$ cat src/rtl/spa_pkg.sv
// Shared types and constants of the sparse polynomial adder.
`default_nettype none
package spa_pkg;

    localparam int MAX_TERMS_DEF = 16;
    localparam int COEFF_W       = 16;
    localparam int EXP_W         = 8;
    localparam int SUM_W         = 17;

    typedef struct packed {
        logic signed [COEFF_W-1:0] coeff;
        logic [EXP_W-1:0]          exponent;
    } t_term;

    // One classified input beat handed from front to back.
    typedef struct packed {
        logic  store;
        logic  sel;
        t_term term;
        logic  merge;
        logic  ovf;
    } t_cmd;

endpackage
`default_nettype wire

$ cat src/rtl/spa_ifs.sv
// Valid/ready channel interfaces for input terms and sum terms.
`default_nettype none
interface spa_in_if;
    logic                                valid;
    logic                                ready;
    logic                                which_poly;
    logic signed [spa_pkg::COEFF_W-1:0]  coeff;
    logic [spa_pkg::EXP_W-1:0]           exponent;
    logic                                last_term;

    modport source (output valid, which_poly, coeff, exponent, last_term, input ready);
    modport sink (input valid, which_poly, coeff, exponent, last_term, output ready);
endinterface

interface spa_out_if;
    logic                                valid;
    logic                                ready;
    logic signed [spa_pkg::SUM_W-1:0]    sum_coeff;
    logic [spa_pkg::EXP_W-1:0]           sum_exponent;
    logic                                last_result;
    logic                                dropped_terms;

    modport source (output valid, sum_coeff, sum_exponent, last_result, dropped_terms,
                    input ready);
    modport sink (input valid, sum_coeff, sum_exponent, last_result, dropped_terms,
                  output ready);
endinterface
`default_nettype wire

$ cat src/rtl/spa_front.sv
// Front end: accepts terms, tracks fill and completion, issues store/merge commands.
`default_nettype none
module spa_front #(
    parameter int MAX_TERMS = spa_pkg::MAX_TERMS_DEF
) (
    input  wire          i_clk,
    input  wire          i_rst_n,
    spa_in_if.sink       i_in,
    output spa_pkg::t_cmd o_cmd,
    output logic         o_push,
    input  wire          i_full
);
    localparam int CW = $clog2(MAX_TERMS + 1);

    logic [CW-1:0] r_cnt [2];
    logic [1:0]    r_done;
    logic          r_ovf;

    logic          w_acc;
    logic          w_sel;
    logic          w_st;
    logic [1:0]    n_done;
    logic          w_merge;

    assign i_in.ready = !i_full;
    assign w_acc      = i_in.valid && !i_full;
    assign w_sel      = i_in.which_poly;
    assign w_st       = r_cnt[w_sel] < CW'(MAX_TERMS);

    always_comb begin
        n_done = r_done;
        if (i_in.last_term) begin
            n_done[w_sel] = 1'b1;
        end
    end

    assign w_merge = &n_done;
    assign o_push  = w_acc && !r_done[w_sel] && (w_st || w_merge);

    always_comb begin
        o_cmd.store          = w_st;
        o_cmd.sel            = w_sel;
        o_cmd.term.coeff     = i_in.coeff;
        o_cmd.term.exponent  = i_in.exponent;
        o_cmd.merge          = w_merge;
        o_cmd.ovf            = r_ovf || !w_st;
    end

    always_ff @(posedge i_clk) begin
        if (!i_rst_n) begin
            r_cnt[0] <= '0;
            r_cnt[1] <= '0;
            r_done   <= '0;
            r_ovf    <= 1'b0;
        end else if (w_acc && !r_done[w_sel]) begin
            if (w_merge) begin
                r_cnt[0] <= '0;
                r_cnt[1] <= '0;
                r_done   <= '0;
                r_ovf    <= 1'b0;
            end else begin
                r_done <= n_done;
                if (w_st) begin
                    r_cnt[w_sel] <= r_cnt[w_sel] + CW'(1);
                end else begin
                    r_ovf <= 1'b1;
                end
            end
        end
    end
endmodule
`default_nettype wire

$ cat src/rtl/spa_queue.sv
// Two-entry command queue between front and back.
`default_nettype none
module spa_queue (
    input  wire           i_clk,
    input  wire           i_rst_n,
    input  wire           i_push,
    input  spa_pkg::t_cmd i_cmd,
    output logic          o_full,
    output logic          o_valid,
    output spa_pkg::t_cmd o_cmd,
    input  wire           i_pop
);
    spa_pkg::t_cmd r_mem [2];
    logic          r_wp;
    logic          r_rp;
    logic [1:0]    r_cnt;

    logic          w_push;
    logic          w_pop;

    assign o_full  = r_cnt == 2'd2;
    assign o_valid = r_cnt != 2'd0;
    assign o_cmd   = r_mem[r_rp];
    assign w_push  = i_push && !o_full;
    assign w_pop   = i_pop && o_valid;

    always_ff @(posedge i_clk) begin
        if (w_push) begin
            r_mem[r_wp] <= i_cmd;
        end
    end

    always_ff @(posedge i_clk) begin
        if (!i_rst_n) begin
            r_wp  <= 1'b0;
            r_rp  <= 1'b0;
            r_cnt <= 2'd0;
        end else begin
            if (w_push) begin
                r_wp <= !r_wp;
            end
            if (w_pop) begin
                r_rp <= !r_rp;
            end
            case ({w_push, w_pop})
                2'b10:   r_cnt <= r_cnt + 2'd1;
                2'b01:   r_cnt <= r_cnt - 2'd1;
                default: r_cnt <= r_cnt;
            endcase
        end
    end
endmodule
`default_nettype wire

$ cat src/rtl/spa_back.sv
// Back end: term stores and the exponent merge that emits sum terms.
`default_nettype none
module spa_back #(
    parameter int MAX_TERMS = spa_pkg::MAX_TERMS_DEF
) (
    input  wire           i_clk,
    input  wire           i_rst_n,
    input  wire           i_valid,
    input  spa_pkg::t_cmd i_cmd,
    output logic          o_pop,
    spa_out_if.source     o_out
);
    localparam int CW = $clog2(MAX_TERMS + 1);
    localparam int AW = (MAX_TERMS > 1) ? $clog2(MAX_TERMS) : 1;

    typedef enum logic [1:0] {
        ST_IDLE  = 2'b01,
        ST_MERGE = 2'b10
    } t_state;

    t_state         r_state;
    spa_pkg::t_term r_mem_a [MAX_TERMS];
    spa_pkg::t_term r_mem_b [MAX_TERMS];
    logic [CW-1:0]  r_wp_a;
    logic [CW-1:0]  r_wp_b;
    logic [CW-1:0]  r_cnt_a;
    logic [CW-1:0]  r_cnt_b;
    logic [CW-1:0]  r_i;
    logic [CW-1:0]  r_j;
    logic           r_ovf;

    logic                              r_out_valid;
    logic signed [spa_pkg::SUM_W-1:0]  r_out_coeff;
    logic [spa_pkg::EXP_W-1:0]         r_out_exp;
    logic                              r_out_last;
    logic                              r_out_drop;

    logic                              w_idle;
    logic                              w_load;
    logic                              w_a_ok;
    logic                              w_b_ok;
    logic                              w_take_a;
    logic                              w_take_b;
    spa_pkg::t_term                    w_ta;
    spa_pkg::t_term                    w_tb;
    logic signed [spa_pkg::SUM_W-1:0]  w_ca;
    logic signed [spa_pkg::SUM_W-1:0]  w_cb;
    logic signed [spa_pkg::SUM_W-1:0]  n_coeff;
    logic [spa_pkg::EXP_W-1:0]         n_exp;
    logic [CW-1:0]                     n_i;
    logic [CW-1:0]                     n_j;
    logic                              n_last;
    logic [CW-1:0]                     w_wp_a_nx;
    logic [CW-1:0]                     w_wp_b_nx;

    assign w_idle = r_state == ST_IDLE;
    assign o_pop  = w_idle && i_valid;
    assign w_load = !r_out_valid || o_out.ready;

    assign o_out.valid         = r_out_valid;
    assign o_out.sum_coeff     = r_out_coeff;
    assign o_out.sum_exponent  = r_out_exp;
    assign o_out.last_result   = r_out_last;
    assign o_out.dropped_terms = r_out_drop;

    assign w_wp_a_nx = r_wp_a + CW'(i_cmd.store && !i_cmd.sel);
    assign w_wp_b_nx = r_wp_b + CW'(i_cmd.store && i_cmd.sel);

    // Merge step: pick the greater head exponent, add heads on a tie.
    always_comb begin
        w_ta     = r_mem_a[r_i[AW-1:0]];
        w_tb     = r_mem_b[r_j[AW-1:0]];
        w_a_ok   = r_i < r_cnt_a;
        w_b_ok   = r_j < r_cnt_b;
        w_ca     = spa_pkg::SUM_W'(w_ta.coeff);
        w_cb     = spa_pkg::SUM_W'(w_tb.coeff);
        w_take_a = w_a_ok && (!w_b_ok || w_ta.exponent >= w_tb.exponent);
        w_take_b = w_b_ok && (!w_a_ok || w_tb.exponent >= w_ta.exponent);
        n_coeff  = (w_take_a ? w_ca : '0) + (w_take_b ? w_cb : '0);
        n_exp    = w_take_a ? w_ta.exponent : w_tb.exponent;
        n_i      = r_i + CW'(w_take_a);
        n_j      = r_j + CW'(w_take_b);
        n_last   = (n_i >= r_cnt_a) && (n_j >= r_cnt_b);
    end

    always_ff @(posedge i_clk) begin
        if (o_pop && i_cmd.store) begin
            if (i_cmd.sel) begin
                r_mem_b[r_wp_b[AW-1:0]] <= i_cmd.term;
            end else begin
                r_mem_a[r_wp_a[AW-1:0]] <= i_cmd.term;
            end
        end
    end

    always_ff @(posedge i_clk) begin
        if (r_state == ST_MERGE && w_load) begin
            r_out_coeff <= n_coeff;
            r_out_exp   <= n_exp;
            r_out_last  <= n_last;
            r_out_drop  <= r_ovf;
        end
    end

    always_ff @(posedge i_clk) begin
        if (!i_rst_n) begin
            r_state     <= ST_IDLE;
            r_wp_a      <= '0;
            r_wp_b      <= '0;
            r_cnt_a     <= '0;
            r_cnt_b     <= '0;
            r_i         <= '0;
            r_j         <= '0;
            r_ovf       <= 1'b0;
            r_out_valid <= 1'b0;
        end else begin
            if (r_out_valid && o_out.ready && w_idle) begin
                r_out_valid <= 1'b0;
            end
            unique case (r_state)
                ST_IDLE: begin
                    if (i_valid) begin
                        r_wp_a <= w_wp_a_nx;
                        r_wp_b <= w_wp_b_nx;
                        if (i_cmd.merge) begin
                            r_cnt_a <= w_wp_a_nx;
                            r_cnt_b <= w_wp_b_nx;
                            r_i     <= '0;
                            r_j     <= '0;
                            r_ovf   <= i_cmd.ovf;
                            r_state <= ST_MERGE;
                        end
                    end
                end
                ST_MERGE: begin
                    if (w_load) begin
                        r_out_valid <= 1'b1;
                        r_i         <= n_i;
                        r_j         <= n_j;
                        if (n_last) begin
                            r_wp_a  <= '0;
                            r_wp_b  <= '0;
                            r_state <= ST_IDLE;
                        end
                    end
                end
                default: r_state <= ST_IDLE;
            endcase
        end
    end
endmodule
`default_nettype wire

$ cat src/rtl/sparse_polynomial_adder_top.sv
// Top level of the sparse polynomial adder.
// Terms of two polynomials enter on i_in, one beat per cycle while ready is high,
// each tagged by which_poly and closed by last_term; up to MAX_TERMS terms per
// polynomial are kept, extra ones are dropped and flagged on every sum term of
// that run. The beat that completes the second polynomial starts the merge,
// which emits one sum term per cycle on o_out while o_out is ready, in
// descending exponent order (equal exponents added, zero sums kept). The merge
// is done by the single merge unit in the back end, with at most one sum term
// per stored term. While the merge runs, the two-entry command queue still takes
// beats; further terms wait once it is full.
`default_nettype none
module sparse_polynomial_adder_top #(
    parameter int MAX_TERMS = spa_pkg::MAX_TERMS_DEF
) (
    input  wire        i_clk,
    input  wire        i_rst_n,
    spa_in_if.sink     i_in,
    spa_out_if.source  o_out
);
    spa_pkg::t_cmd w_push_cmd;
    spa_pkg::t_cmd w_pop_cmd;
    logic          w_push;
    logic          w_full;
    logic          w_q_valid;
    logic          w_pop;

    spa_front #(.MAX_TERMS(MAX_TERMS)) u_front (
        .i_clk   (i_clk),
        .i_rst_n (i_rst_n),
        .i_in    (i_in),
        .o_cmd   (w_push_cmd),
        .o_push  (w_push),
        .i_full  (w_full)
    );

    spa_queue u_queue (
        .i_clk   (i_clk),
        .i_rst_n (i_rst_n),
        .i_push  (w_push),
        .i_cmd   (w_push_cmd),
        .o_full  (w_full),
        .o_valid (w_q_valid),
        .o_cmd   (w_pop_cmd),
        .i_pop   (w_pop)
    );

    spa_back #(.MAX_TERMS(MAX_TERMS)) u_back (
        .i_clk   (i_clk),
        .i_rst_n (i_rst_n),
        .i_valid (w_q_valid),
        .i_cmd   (w_pop_cmd),
        .o_pop   (w_pop),
        .o_out   (o_out)
    );
endmodule
`default_nettype wire
$ cat src/flat_wrapper.sv
// flat-port wrapper written by rule: the top's interface ports become plain ports
module sparse_polynomial_adder_top_flat 
#(
    parameter int MAX_TERMS = spa_pkg::MAX_TERMS_DEF
)
  (i_clk, i_rst_n, i_in_valid, i_in_which_poly, i_in_coeff, i_in_exponent, i_in_last_term, i_in_ready, o_out_valid, o_out_sum_coeff, o_out_sum_exponent, o_out_last_result, o_out_dropped_terms, o_out_ready);
  spa_in_if i_in_i ();
  spa_out_if o_out_i ();
  input  wire i_clk;
  input  wire i_rst_n;
  input wire logic [$bits(i_in_i.valid)-1:0] i_in_valid;
  input wire logic [$bits(i_in_i.which_poly)-1:0] i_in_which_poly;
  input wire logic [$bits(i_in_i.coeff)-1:0] i_in_coeff;
  input wire logic [$bits(i_in_i.exponent)-1:0] i_in_exponent;
  input wire logic [$bits(i_in_i.last_term)-1:0] i_in_last_term;
  output wire logic [$bits(i_in_i.ready)-1:0] i_in_ready;
  output wire logic [$bits(o_out_i.valid)-1:0] o_out_valid;
  output wire logic [$bits(o_out_i.sum_coeff)-1:0] o_out_sum_coeff;
  output wire logic [$bits(o_out_i.sum_exponent)-1:0] o_out_sum_exponent;
  output wire logic [$bits(o_out_i.last_result)-1:0] o_out_last_result;
  output wire logic [$bits(o_out_i.dropped_terms)-1:0] o_out_dropped_terms;
  input wire logic [$bits(o_out_i.ready)-1:0] o_out_ready;
  assign i_in_i.valid = i_in_valid;
  assign i_in_i.which_poly = i_in_which_poly;
  assign i_in_i.coeff = i_in_coeff;
  assign i_in_i.exponent = i_in_exponent;
  assign i_in_i.last_term = i_in_last_term;
  assign i_in_ready = i_in_i.ready;
  assign o_out_valid = o_out_i.valid;
  assign o_out_sum_coeff = o_out_i.sum_coeff;
  assign o_out_sum_exponent = o_out_i.sum_exponent;
  assign o_out_last_result = o_out_i.last_result;
  assign o_out_dropped_terms = o_out_i.dropped_terms;
  assign o_out_i.ready = o_out_ready;
  sparse_polynomial_adder_top #(.MAX_TERMS(MAX_TERMS)) u_core (.i_clk(i_clk), .i_rst_n(i_rst_n), .i_in(i_in_i), .o_out(o_out_i));
endmodule
$ cat config.mk
export PLATFORM = sky130hd
export DESIGN_NAME = sparse_polynomial_adder_top_flat
export DESIGN_NICKNAME = d
export VERILOG_FILES = /design/src/rtl/spa_pkg.sv /design/src/rtl/spa_ifs.sv /design/src/rtl/spa_front.sv /design/src/rtl/spa_queue.sv /design/src/rtl/spa_back.sv /design/src/rtl/sparse_polynomial_adder_top.sv /design/src/flat_wrapper.sv
export SDC_FILE = /design/constraint.sdc
export NUM_CORES = 1
export LEC_CHECK = 0
export BUFFER_PORTS_ARGS = -buffer_cell sky130_fd_sc_hd__buf_2
export CAP_MARGIN = 20
export CELL_PAD_IN_SITES_DETAIL_PLACEMENT = 0
export CELL_PAD_IN_SITES_GLOBAL_PLACEMENT = 1
export CORE_UTILIZATION = 50
export CTS_BUF_LIST = sky130_fd_sc_hd__clkbuf_2 sky130_fd_sc_hd__clkbuf_4 sky130_fd_sc_hd__clkbuf_8
export CTS_CLUSTER_DIAMETER = 60
export DETAILED_ROUTE_END_ITERATION = 8
export PLACE_DENSITY_LB_ADDON = 0.1
export SYNTH_ARGS = -nofsm -noshare
export SYNTH_HDL_FRONTEND = slang
export SYNTH_HIERARCHICAL = 1
export SYNTH_SLANG_ARGS = --single-unit
$ cat constraint.sdc
create_clock -name i_clk -period 7.2 [get_ports i_clk]
set_clock_uncertainty 0.1 [all_clocks]
set_input_delay 0.72 -clock i_clk [delete_from_list [all_inputs] [get_ports i_clk]]
set_output_delay 0.72 -clock i_clk [all_outputs]
set_load 0.05 [all_outputs]
# Yosys cells after proc, flatten, opt, wreduce, memory -nomap -nowiden
# Memories as Yosys holds them, arrays and structs flattened. A register that Yosys moved wholly into a read port is not among the register bits.
# Cells that the tools add are included.
# word_totals
reg_bits,68
mem_bits_rw,834
in_bits,30
out_inout_bits,29
elab_cells,153
memories,4
# mem_list
memory,depth,word_bits,read_ports,rd_clocked_by_memory_dff,write_ports,line,rtl
u_core.u_back.r_mem_a,16,24,1,1,1,spa_back.sv:22,spa_pkg::t_term r_mem_a [MAX_TERMS];
u_core.u_back.r_mem_b,16,24,1,1,1,spa_back.sv:23,spa_pkg::t_term r_mem_b [MAX_TERMS];
u_core.u_queue.r_mem,2,28,1,1,1,spa_queue.sv:13,spa_pkg::t_cmd r_mem [2];
u_core.u_front.r_cnt,2,5,1,0,2,spa_front.sv:15,logic [CW-1:0] r_cnt [2];
# op_classes
add_sub_neg,8
order_cmp,9
eq_ne,10
n_mux,61
n_bitwise,3
n_reduce_logical,40
# op_table
op,n
$mux W5,11
$pmux W5 S2,4
$mux W17,2
$mux W1,30
$add A5 B1 Y5,4
$add A17 B17 Y17,1
$ge A8 B8 Y1,2
$logic_and A1 B1 Y1,16
$mux W4,4
$mux W2,6
$reduce_and A4 Y1,3
$ge A5 B5 Y1,2
$lt A5 B5 Y1,2
$logic_not A1 Y1,9
$mux W8,1
$ne A2 B2 Y1 const B,4
$pmux W2 S2,2
$eq A2 B2 Y1 const B,3
$reduce_bool A2 Y1,3
$add A5 B1 Y5 const B,1
$logic_or A1 B1 Y1,5
$lt A5 B5 Y1 const B,1
$reduce_or A5 Y1,1
$eq A2 B1 Y1 const B,2
10 further kinds,12

# Logic depth before layout (Yosys ltp)
# Gate-level depths: netlist of the first run.
# logic_depth
ltp_word,13
mapped_depth,24
depth_no_buf,20

# By module
# The synthesis of the first run kept the hierarchy.
# by_module_without_submodules
mod,n_inst,cells_per_inst,area_per_inst_um2,seq_area_each_um2
spa_back,1,1597,33440.8,24713.7
spa_queue,1,113,2250.9,1781.7
spa_front,1,96,959.7,360.3

# Worst setup path after synthesis of the first run
# No wires, ideal clock.
# synth_path
path_type,register -> register
startpoint,register with a tool-made name
endpoint,register u_core.u_back.r_wp_a[2]
setup_time_ps,115
arrival_time_ps,4797
required_ps,6985
path_slack_ps,2188
stages_incl_launch_ff,23
path_buffers,3
period_less_slack_ps,5012
path_cell_list,dfxtp_1 clkbuf_1 clkbuf_1 mux4_2 mux4_2 ha_1 o21ai_0 a21oi_1 nor3_1 o21ai_1 o21ai_1 clkbuf_1 inv_1 ha_1 ha_1 xor2_1 ha_1 a21o_1 a31oi_1 o21ai_0 nand3_1 and3_1 o21a_1
# synth_rtl
item,line,rtl
end signal: assignment,spa_back.sv:123,r_wp_a <= w_wp_a_nx;
end: declaration,spa_back.sv:24,logic [CW-1:0] r_wp_a;

==> results of run 1 <==
## per-layer routing
layer | track usage | vias to the layer above | routed length [µm]
li1 | - | 7696 | -
met3 | 0.04182 | 106 | 3754
met2 | 0.3581 | 466 | 39580
met1 | 0.2980 | 9217 | 33600
met5 | 0 | - | 0
met4 | 0.06402 | 0 | 1402
## flip-flops by register name (all words and copies together), names as in the netlist, 2 cells and up, named ones only
signal and cells:
u_core/u_back/r_state 2, u_core/u_back/r_j 5, u_core/u_back/r_cnt_b 5, u_core/u_back/o_out.sum_exponent 8, u_core/u_back/o_out.sum_coeff 17, u_core/u_back/r_cnt_a 5, u_core/u_back/r_mem_b 384, u_core/u_back/r_mem_a 384
u_core/u_front/r_cnt 10, u_core/u_queue/r_mem 56, u_core/u_back/r_wp_a 5, u_core/u_back/r_i 5, u_core/u_front/r_done 2, u_core/u_queue/r_cnt 2, u_core/u_back/r_wp_b 5
## path summary, 6_finish.rpt
| path | slack, ns | cells past startpoint | start | to |
|---|---|---|---|---|
| worst max-delay path | 1.47 | 19 | register | u_core/u_back/o_out.sum_coeff[14] |
| worst min-delay path | 0.19 | 4 | o_out_ready | u_core/u_back/o_out.valid |
| worst max register to register | 1.47 | 19 | register | u_core/u_back/o_out.sum_coeff[14] |
| worst min register to register | 0.34 | 0 | u_core/u_back/r_ovf | u_core/u_back/o_out.dropped_terms |
## kinds of logic after synthesis
family,share of synthesized area
buffers and inverters,0.02140
flip-flops,0.7327
XOR/XNOR,0.006213
AND/OR/NAND/NOR,0.03632
adder cells (fa/ha/maj),0.01830
multiplexers,0.1600
AO/OA/AOI/OAI,0.02506
## worst max-delay path, stage by stage (launching register included)
cell and delay, ns:
dfxtp_2 0.96, buf_4 0.37, mux4_2 0.34, mux4_2 0.53, ha_1 0.32, and3_1 0.18
o21ai_0 0.09, o21ai_1 0.20, o21ai_2 0.13, buf_4 0.25, nor2b_1 0.16, ha_1 0.19
inv_1 0.07, fa_1 0.46, nor2b_1 0.16, o31a_1 0.20, o21bai_1 0.12, a21oi_1 0.24
mux2i_1 0.22, o211ai_1 0.12
## repair_timing
action | CTS | global route
hold endpoints to repair | 48 | 0
setup buffers | 0 | 0
hold buffers | 24 | 0
## layout make-up
cell class                 count  area, µm²
antenna                        1      2.502
multi-input combinational    756       9215
fill                        5413      30900
inverter                      32      120.1
timing repair buffer         119      878.3
sequential                   911      26870
clock inverter                47      302.8
clock buffer                 204       2495
tap                          950       1189
## per-stage QoR
step / utilization / area (µm²)
floorplan: - / 36650
global placement: 0.5269 / 37930
detailed placement: 0.5272 / 37950
CTS: 0.5694 / 40990
global route: 0.5707 / 41080
finish: 0.5707 / 41080
## power by group
group / internal (mW) / switching [mW]
sequential: 6.35 / 0.0567
clock: 2.31 / 1.93
combinational: 0.555 / 1.22
## Yosys cell counts (all sizes together), types with 9 or more instances
cell,instances
xnor2,16
nand2,61
clkbuf,41
o21a,9
nor2,61
a21oi,30
buf,66
nor3,12
a21o,10
ha,52
dfxtp,50
o21ai,20
and3,9
inv,32
nor2b,45
xor2,10
mux2,38
a21boi,26
nand2b,14
edfxtp,861
nand3,31
mux4,238
==> results.py, run 1 <==
metrics = {
    "global_route": {
        "grtUsageTotal": 0.2180,
        "grt_pass1_wl_um": 116700,
        "grt-ovfl-total": 0,
        "grt_pass1_vias": 18290,
        "grt_max_degree": 61,
        "antenna_found_initial": 2,
    },
    "sta": {
        "period_share": 0.7964,
        "final-hold-violation-count": 0,
        "holdWs_ns": 0.1868,
        "tns_ns": 0,
        "finalCriticalPeriod_ns": 5.734,
        "max_freq_ghz": 0.1744,
        "setup_violations": 0,
        "rsz0062_at_grt": "no",
        "slew_headroom": 0.2496,
        "worst_slack_ns": 1.466,
        "worstMarginPinSlew_ns": 1.123,
        "drv_slew": 0,
    },
    "clocking": {
        "clockBufferDepth": 3,
        "clk_latency_ns": 0.79,
        "cts_buffers": 147,
        "cts_tree": "yes",
        "cts_resized": 0,
        "clock-root-buffer": "clkbuf_8",
        "cts.sinks": 911,
        "htree_levels": 4,
        "cts.clk_slew.worst_paths_ns": 0.06,
    },
    "synth": {
        "synth_top_area_cell": "edfxtp_1",
        "synth_top_area_frac": 0.7054,
        "yosys_warnings": 6,
        "postSynthNetCount": 1889,
        "synth_cell_types": 63,
        "synth_seq_area_share": 0.7327,
        "synth_area_leaders": "edfxtp_1 (71%), mux4_2 (15%), dfxtp_1 (2.7%), ha_1 (1.8%), mux2_2 (1.1%)",
        "synth_ff_type": "edfxtp_1",
        "ys_seq_elements": 911,
        "postSynth.asyncResetShare": 0,
        "synthCells": 1806,
        "synth_area_um2": 36650,
        "syn-mean-instance-area_um2": 20.29,
        "synth_edf_count": 861,
    },
    "critical_path": {
        "path_class": "register to register",
        "cp-start-kind": "register",
        "cp_max_fo": 30,
        "cp.arrival_ns": 6.12,
        "end_kind": "register",
        "required_ns": 7.59,
    },
    "floorplanning": {
        "rows": 98,
        "fp.dieH_um": 272.7,
        "start_util": 0.5092,
        "die-width_um": 272.7,
        "core_um2": 71980,
        "io-pin-count": 59,
        "die_area_um2": 74390,
    },
    "place": {
        "place_congestion": 0.8420,
        "port-buffer-count": 58,
        "dp.cells": 2740,
        "dp_hpwl_um": 44820,
        "place_ws_ns": 1.485,
    },
    "power": {
        "peakVddDrop_v": 0.0001526,
        "p_per_area_nw_per_um2": 302.5,
        "leakagePower_nw": 13.12,
        "total_power_mw": 12.43,
    },
    "routing": {
        "drt_first_pass_iters": 5,
        "drt_iter0_markers": 1510,
        "viasPerCell": 5.790,
        "drc_errors": 0,
        "wl_per_cell_um": 25.94,
        "drt-total-wl_um": 78340,
        "ant_nets": 0,
        "dr_total_vias": 17490,
    },
    "finish": {
        "final_cell_mix": "edfxtp_1 (861), mux4_2 (236), clkbuf_8 (154), nand2_1 (61), buf_2 (58)",
        "drive_gt1_frac": 0.3132,
        "final_nets": 2050,
        "fin_cells": 3020,
        "area_growth_pct": 12.07,
        "mostFrequentLayoutCell": "edfxtp_1",
    },
    "status": {
        "outcome": "finished clean",
    },
    "hold_path": {
        "hold_class": "input port to register",
    },
    "run": {
        "drv_cap": 0,
    },
}
Note: power is estimated with default switching activity, not from simulation.
==> run 2, diff against run 1 <==
==> constraint.sdc (replaced) <==
create_clock -name i_clk -period 5.6 [get_ports i_clk]
set_clock_uncertainty 0.1 [all_clocks]
set_input_delay 0.56 -clock i_clk [delete_from_list [all_inputs] [get_ports i_clk]]
set_output_delay 0.56 -clock i_clk [all_outputs]
set_load 0.05 [all_outputs]
==> results.py, run 2 (synthesized netlist as in run 1, its figures left out) <==
metrics = {
    "sta": {
        "slew_headroom": 0.2327,
        "max_freq_ghz": 0.1893,
        "final-hold-violation-count": 0,
        "holdWs_ns": 0.1104,
        "drv_slew": 0,
        "tns_ns": 0,
        "setup_violations": 0,
        "rsz0062_at_grt": "no",
        "worstMarginPinSlew_ns": 1.148,
        "period_share": 0.9435,
        "finalCriticalPeriod_ns": 5.284,
    },
    "routing": {
        "drt_iter0_markers": 1559,
        "drc_errors": 0,
        "wl_per_cell_um": 26.26,
        "drt_first_pass_iters": 6,
        "viasPerCell": 5.822,
        "drt-total-wl_um": 80140,
        "ant_nets": 0,
        "dr_total_vias": 17770,
    },
    "status": {
        "outcome": "finished clean",
    },
    "hold_path": {
        "hold_end": "u_core/u_front/r_done[1]",
        "whs_path_depth": 3,
        "hold_class": "input port to register",
        "holdCritStartpoint": "i_in_which_poly",
    },
    "clocking": {
        "clockBufferDepth": 3,
        "cts.clk_slew.worst_paths_ns": 0.06,
        "clk_latency_ns": 0.79,
        "cts_buffers": 146,
        "htree_levels": 4,
        "clock-root-buffer": "clkbuf_8",
        "cts.sinks": 911,
        "cts_tree": "yes",
    },
    "finish": {
        "mostFrequentLayoutCell": "edfxtp_1",
        "drive_gt1_frac": 0.3175,
        "final_cell_mix": "edfxtp_1 (861), mux4_2 (236), clkbuf_8 (155), nand2_1 (61), buf_2 (58)",
        "final_nets": 2079,
        "area_growth_pct": 13.28,
    },
    "place": {
        "place_congestion": 0.8151,
        "port-buffer-count": 58,
        "dp_hpwl_um": 45630,
    },
    "critical_path": {
        "cp_max_fo": 21,
        "cp.arrival_ns": 5.69,
        "path_cells": "buf_4 > mux4_2 > mux4_2 > ha_1 > and3_1 > o21ai_0 > o21ai_1 > o21ai_2 > buf_4 > nor2b_1 > ha_1 > inv_1 > fa_1 > nor2b_1 > o31a_1 > o21bai_1 > a21oi_1 > mux2i_1 > o211ai_1",
        "cp_slowest_cell": "dfxtp_2",
        "end_kind": "register",
        "max_stage_delay_ns": 0.69,
        "cp-start-kind": "register",
        "timing.rr.end": "u_core/u_back/o_out.sum_coeff[14]",
        "required_ns": 6.00,
        "r2r_slack_ns": 0.32,
        "rr_worst_depth": 19,
        "path_class": "register to register",
    },
    "power": {
        "peakVddDrop_v": 0.0001958,
        "leakagePower_nw": 13.34,
        "p_per_area_nw_per_um2": 389.6,
        "netSwitchingFraction": 0.2589,
        "clkPwrFrac": 0.346,
        "p_seq_frac": 0.509,
        "p_sw_mw": 4.189,
        "p_int_mw": 11.99,
        "power_frac_comb": 0.144,
    },
    "global_route": {
        "grt_pass1_wl_um": 118100,
        "grt_max_degree": 58,
        "grtUsageTotal": 0.2219,
        "antenna_found_initial": 3,
        "grt-ovfl-total": 0,
        "grt_pass1_vias": 18500,
    },
    "floorplanning": {
        "die_area_um2": 74390,
        "fp.dieH_um": 272.7,
        "start_util": 0.5092,
        "die-width_um": 272.7,
        "rows": 98,
        "core_um2": 71980,
        "io-pin-count": 59,
    },
    "run": {
        "drv_cap": 0,
    },
}
==> run 2: changes by cell type in the layout (fill, tap and decap cells not counted), moves of 3 or more <==
cell and change:
buf_16 +6, clkbuf_4 -11, buf_4 +21, clkinv_1 +13, bufinv_16 +4, clkinv_2 -3
==> run 2: what timing repair did <==
item / 4_1_cts / 5_1_grt
buffers inserted: 0 / 9
hold endpoints to repair: 49 / 0
endpoints found under the setup margin: 0 / 2
hold buffers: 25 / 0
gates resized for setup: 0 / 1
==> run 2: layout make-up <==
cell class / count / area (µm²)
inverter: 32 / 120.1
fill: 5327 / 30460
antenna: 1 / 2.502
multi-input combinational: 756 / 9215
clock inverter: 59 / 441.7
timing repair buffer: 149 / 1251
sequential: 911 / 26870
clock buffer: 194 / 2426
tap: 950 / 1189
==> run 2: metrics by stage <==
step                      instance area, µm²  worst slack, ns    util  cells  total power [mW]
after floorplan                        36650           0.5884       -   1806             9.855
after global placement                 38060           0.4213  0.5288   2753             10.62
after detailed placement               38200           0.3530  0.5307   2758             10.69
after CTS                              41310           0.3197  0.5740   3036             16.33
after global routing                   41520          0.01643  0.5768   3052             16.81
final                                  41520           0.3164  0.5768   3052             16.18
==> run 2: power groups by stage <==
stage	logic [mW]	clock network [mW]	registers [mW]
final	2.34	5.60	8.24
after global routing	2.54	6.02	8.25
after CTS	2.34	5.75	8.24
after detailed placement	2.31	0	8.38
after global placement	2.25	0	8.37
after floorplan	1.50	0	8.35
==> run 2: critical path: cells and delay by family, from the launching register on <==
family                   cells  cell delay, ns
AO/OA/AOI/OAI                7            1.11
multiplexers                 3            1.07
adder cells (fa/ha/maj)      3            0.96
flip-flops                   1            0.69
buffers and inverters        3            0.57
AND/OR/NAND/NOR              3            0.49
==> run 2: worst max-delay path by stage <==
stage                                             end  slack [ns]  cells past startpoint
detailed placement  u_core/u_back/o_out.sum_coeff[14]        0.35                     17
global placement    u_core/u_back/o_out.sum_coeff[16]        0.42                     19
global route        u_core/u_back/o_out.sum_coeff[14]        0.02                     19
CTS                 u_core/u_back/o_out.sum_coeff[14]        0.32                     18
floorplan                     u_core/u_back/r_wp_a[2]        0.59                     22
finish              u_core/u_back/o_out.sum_coeff[14]        0.32                     19
==> run 2: routing by layer <==
layer | GRT usage | vias to the layer above | routed length (µm)
li1 | - | 7759 | -
met1 | 0.3024 | 9328 | 34020
met2 | 0.3565 | 577 | 40000
met3 | 0.05026 | 104 | 4572
met4 | 0.07244 | 2 | 1530
met5 | 0 | - | 13
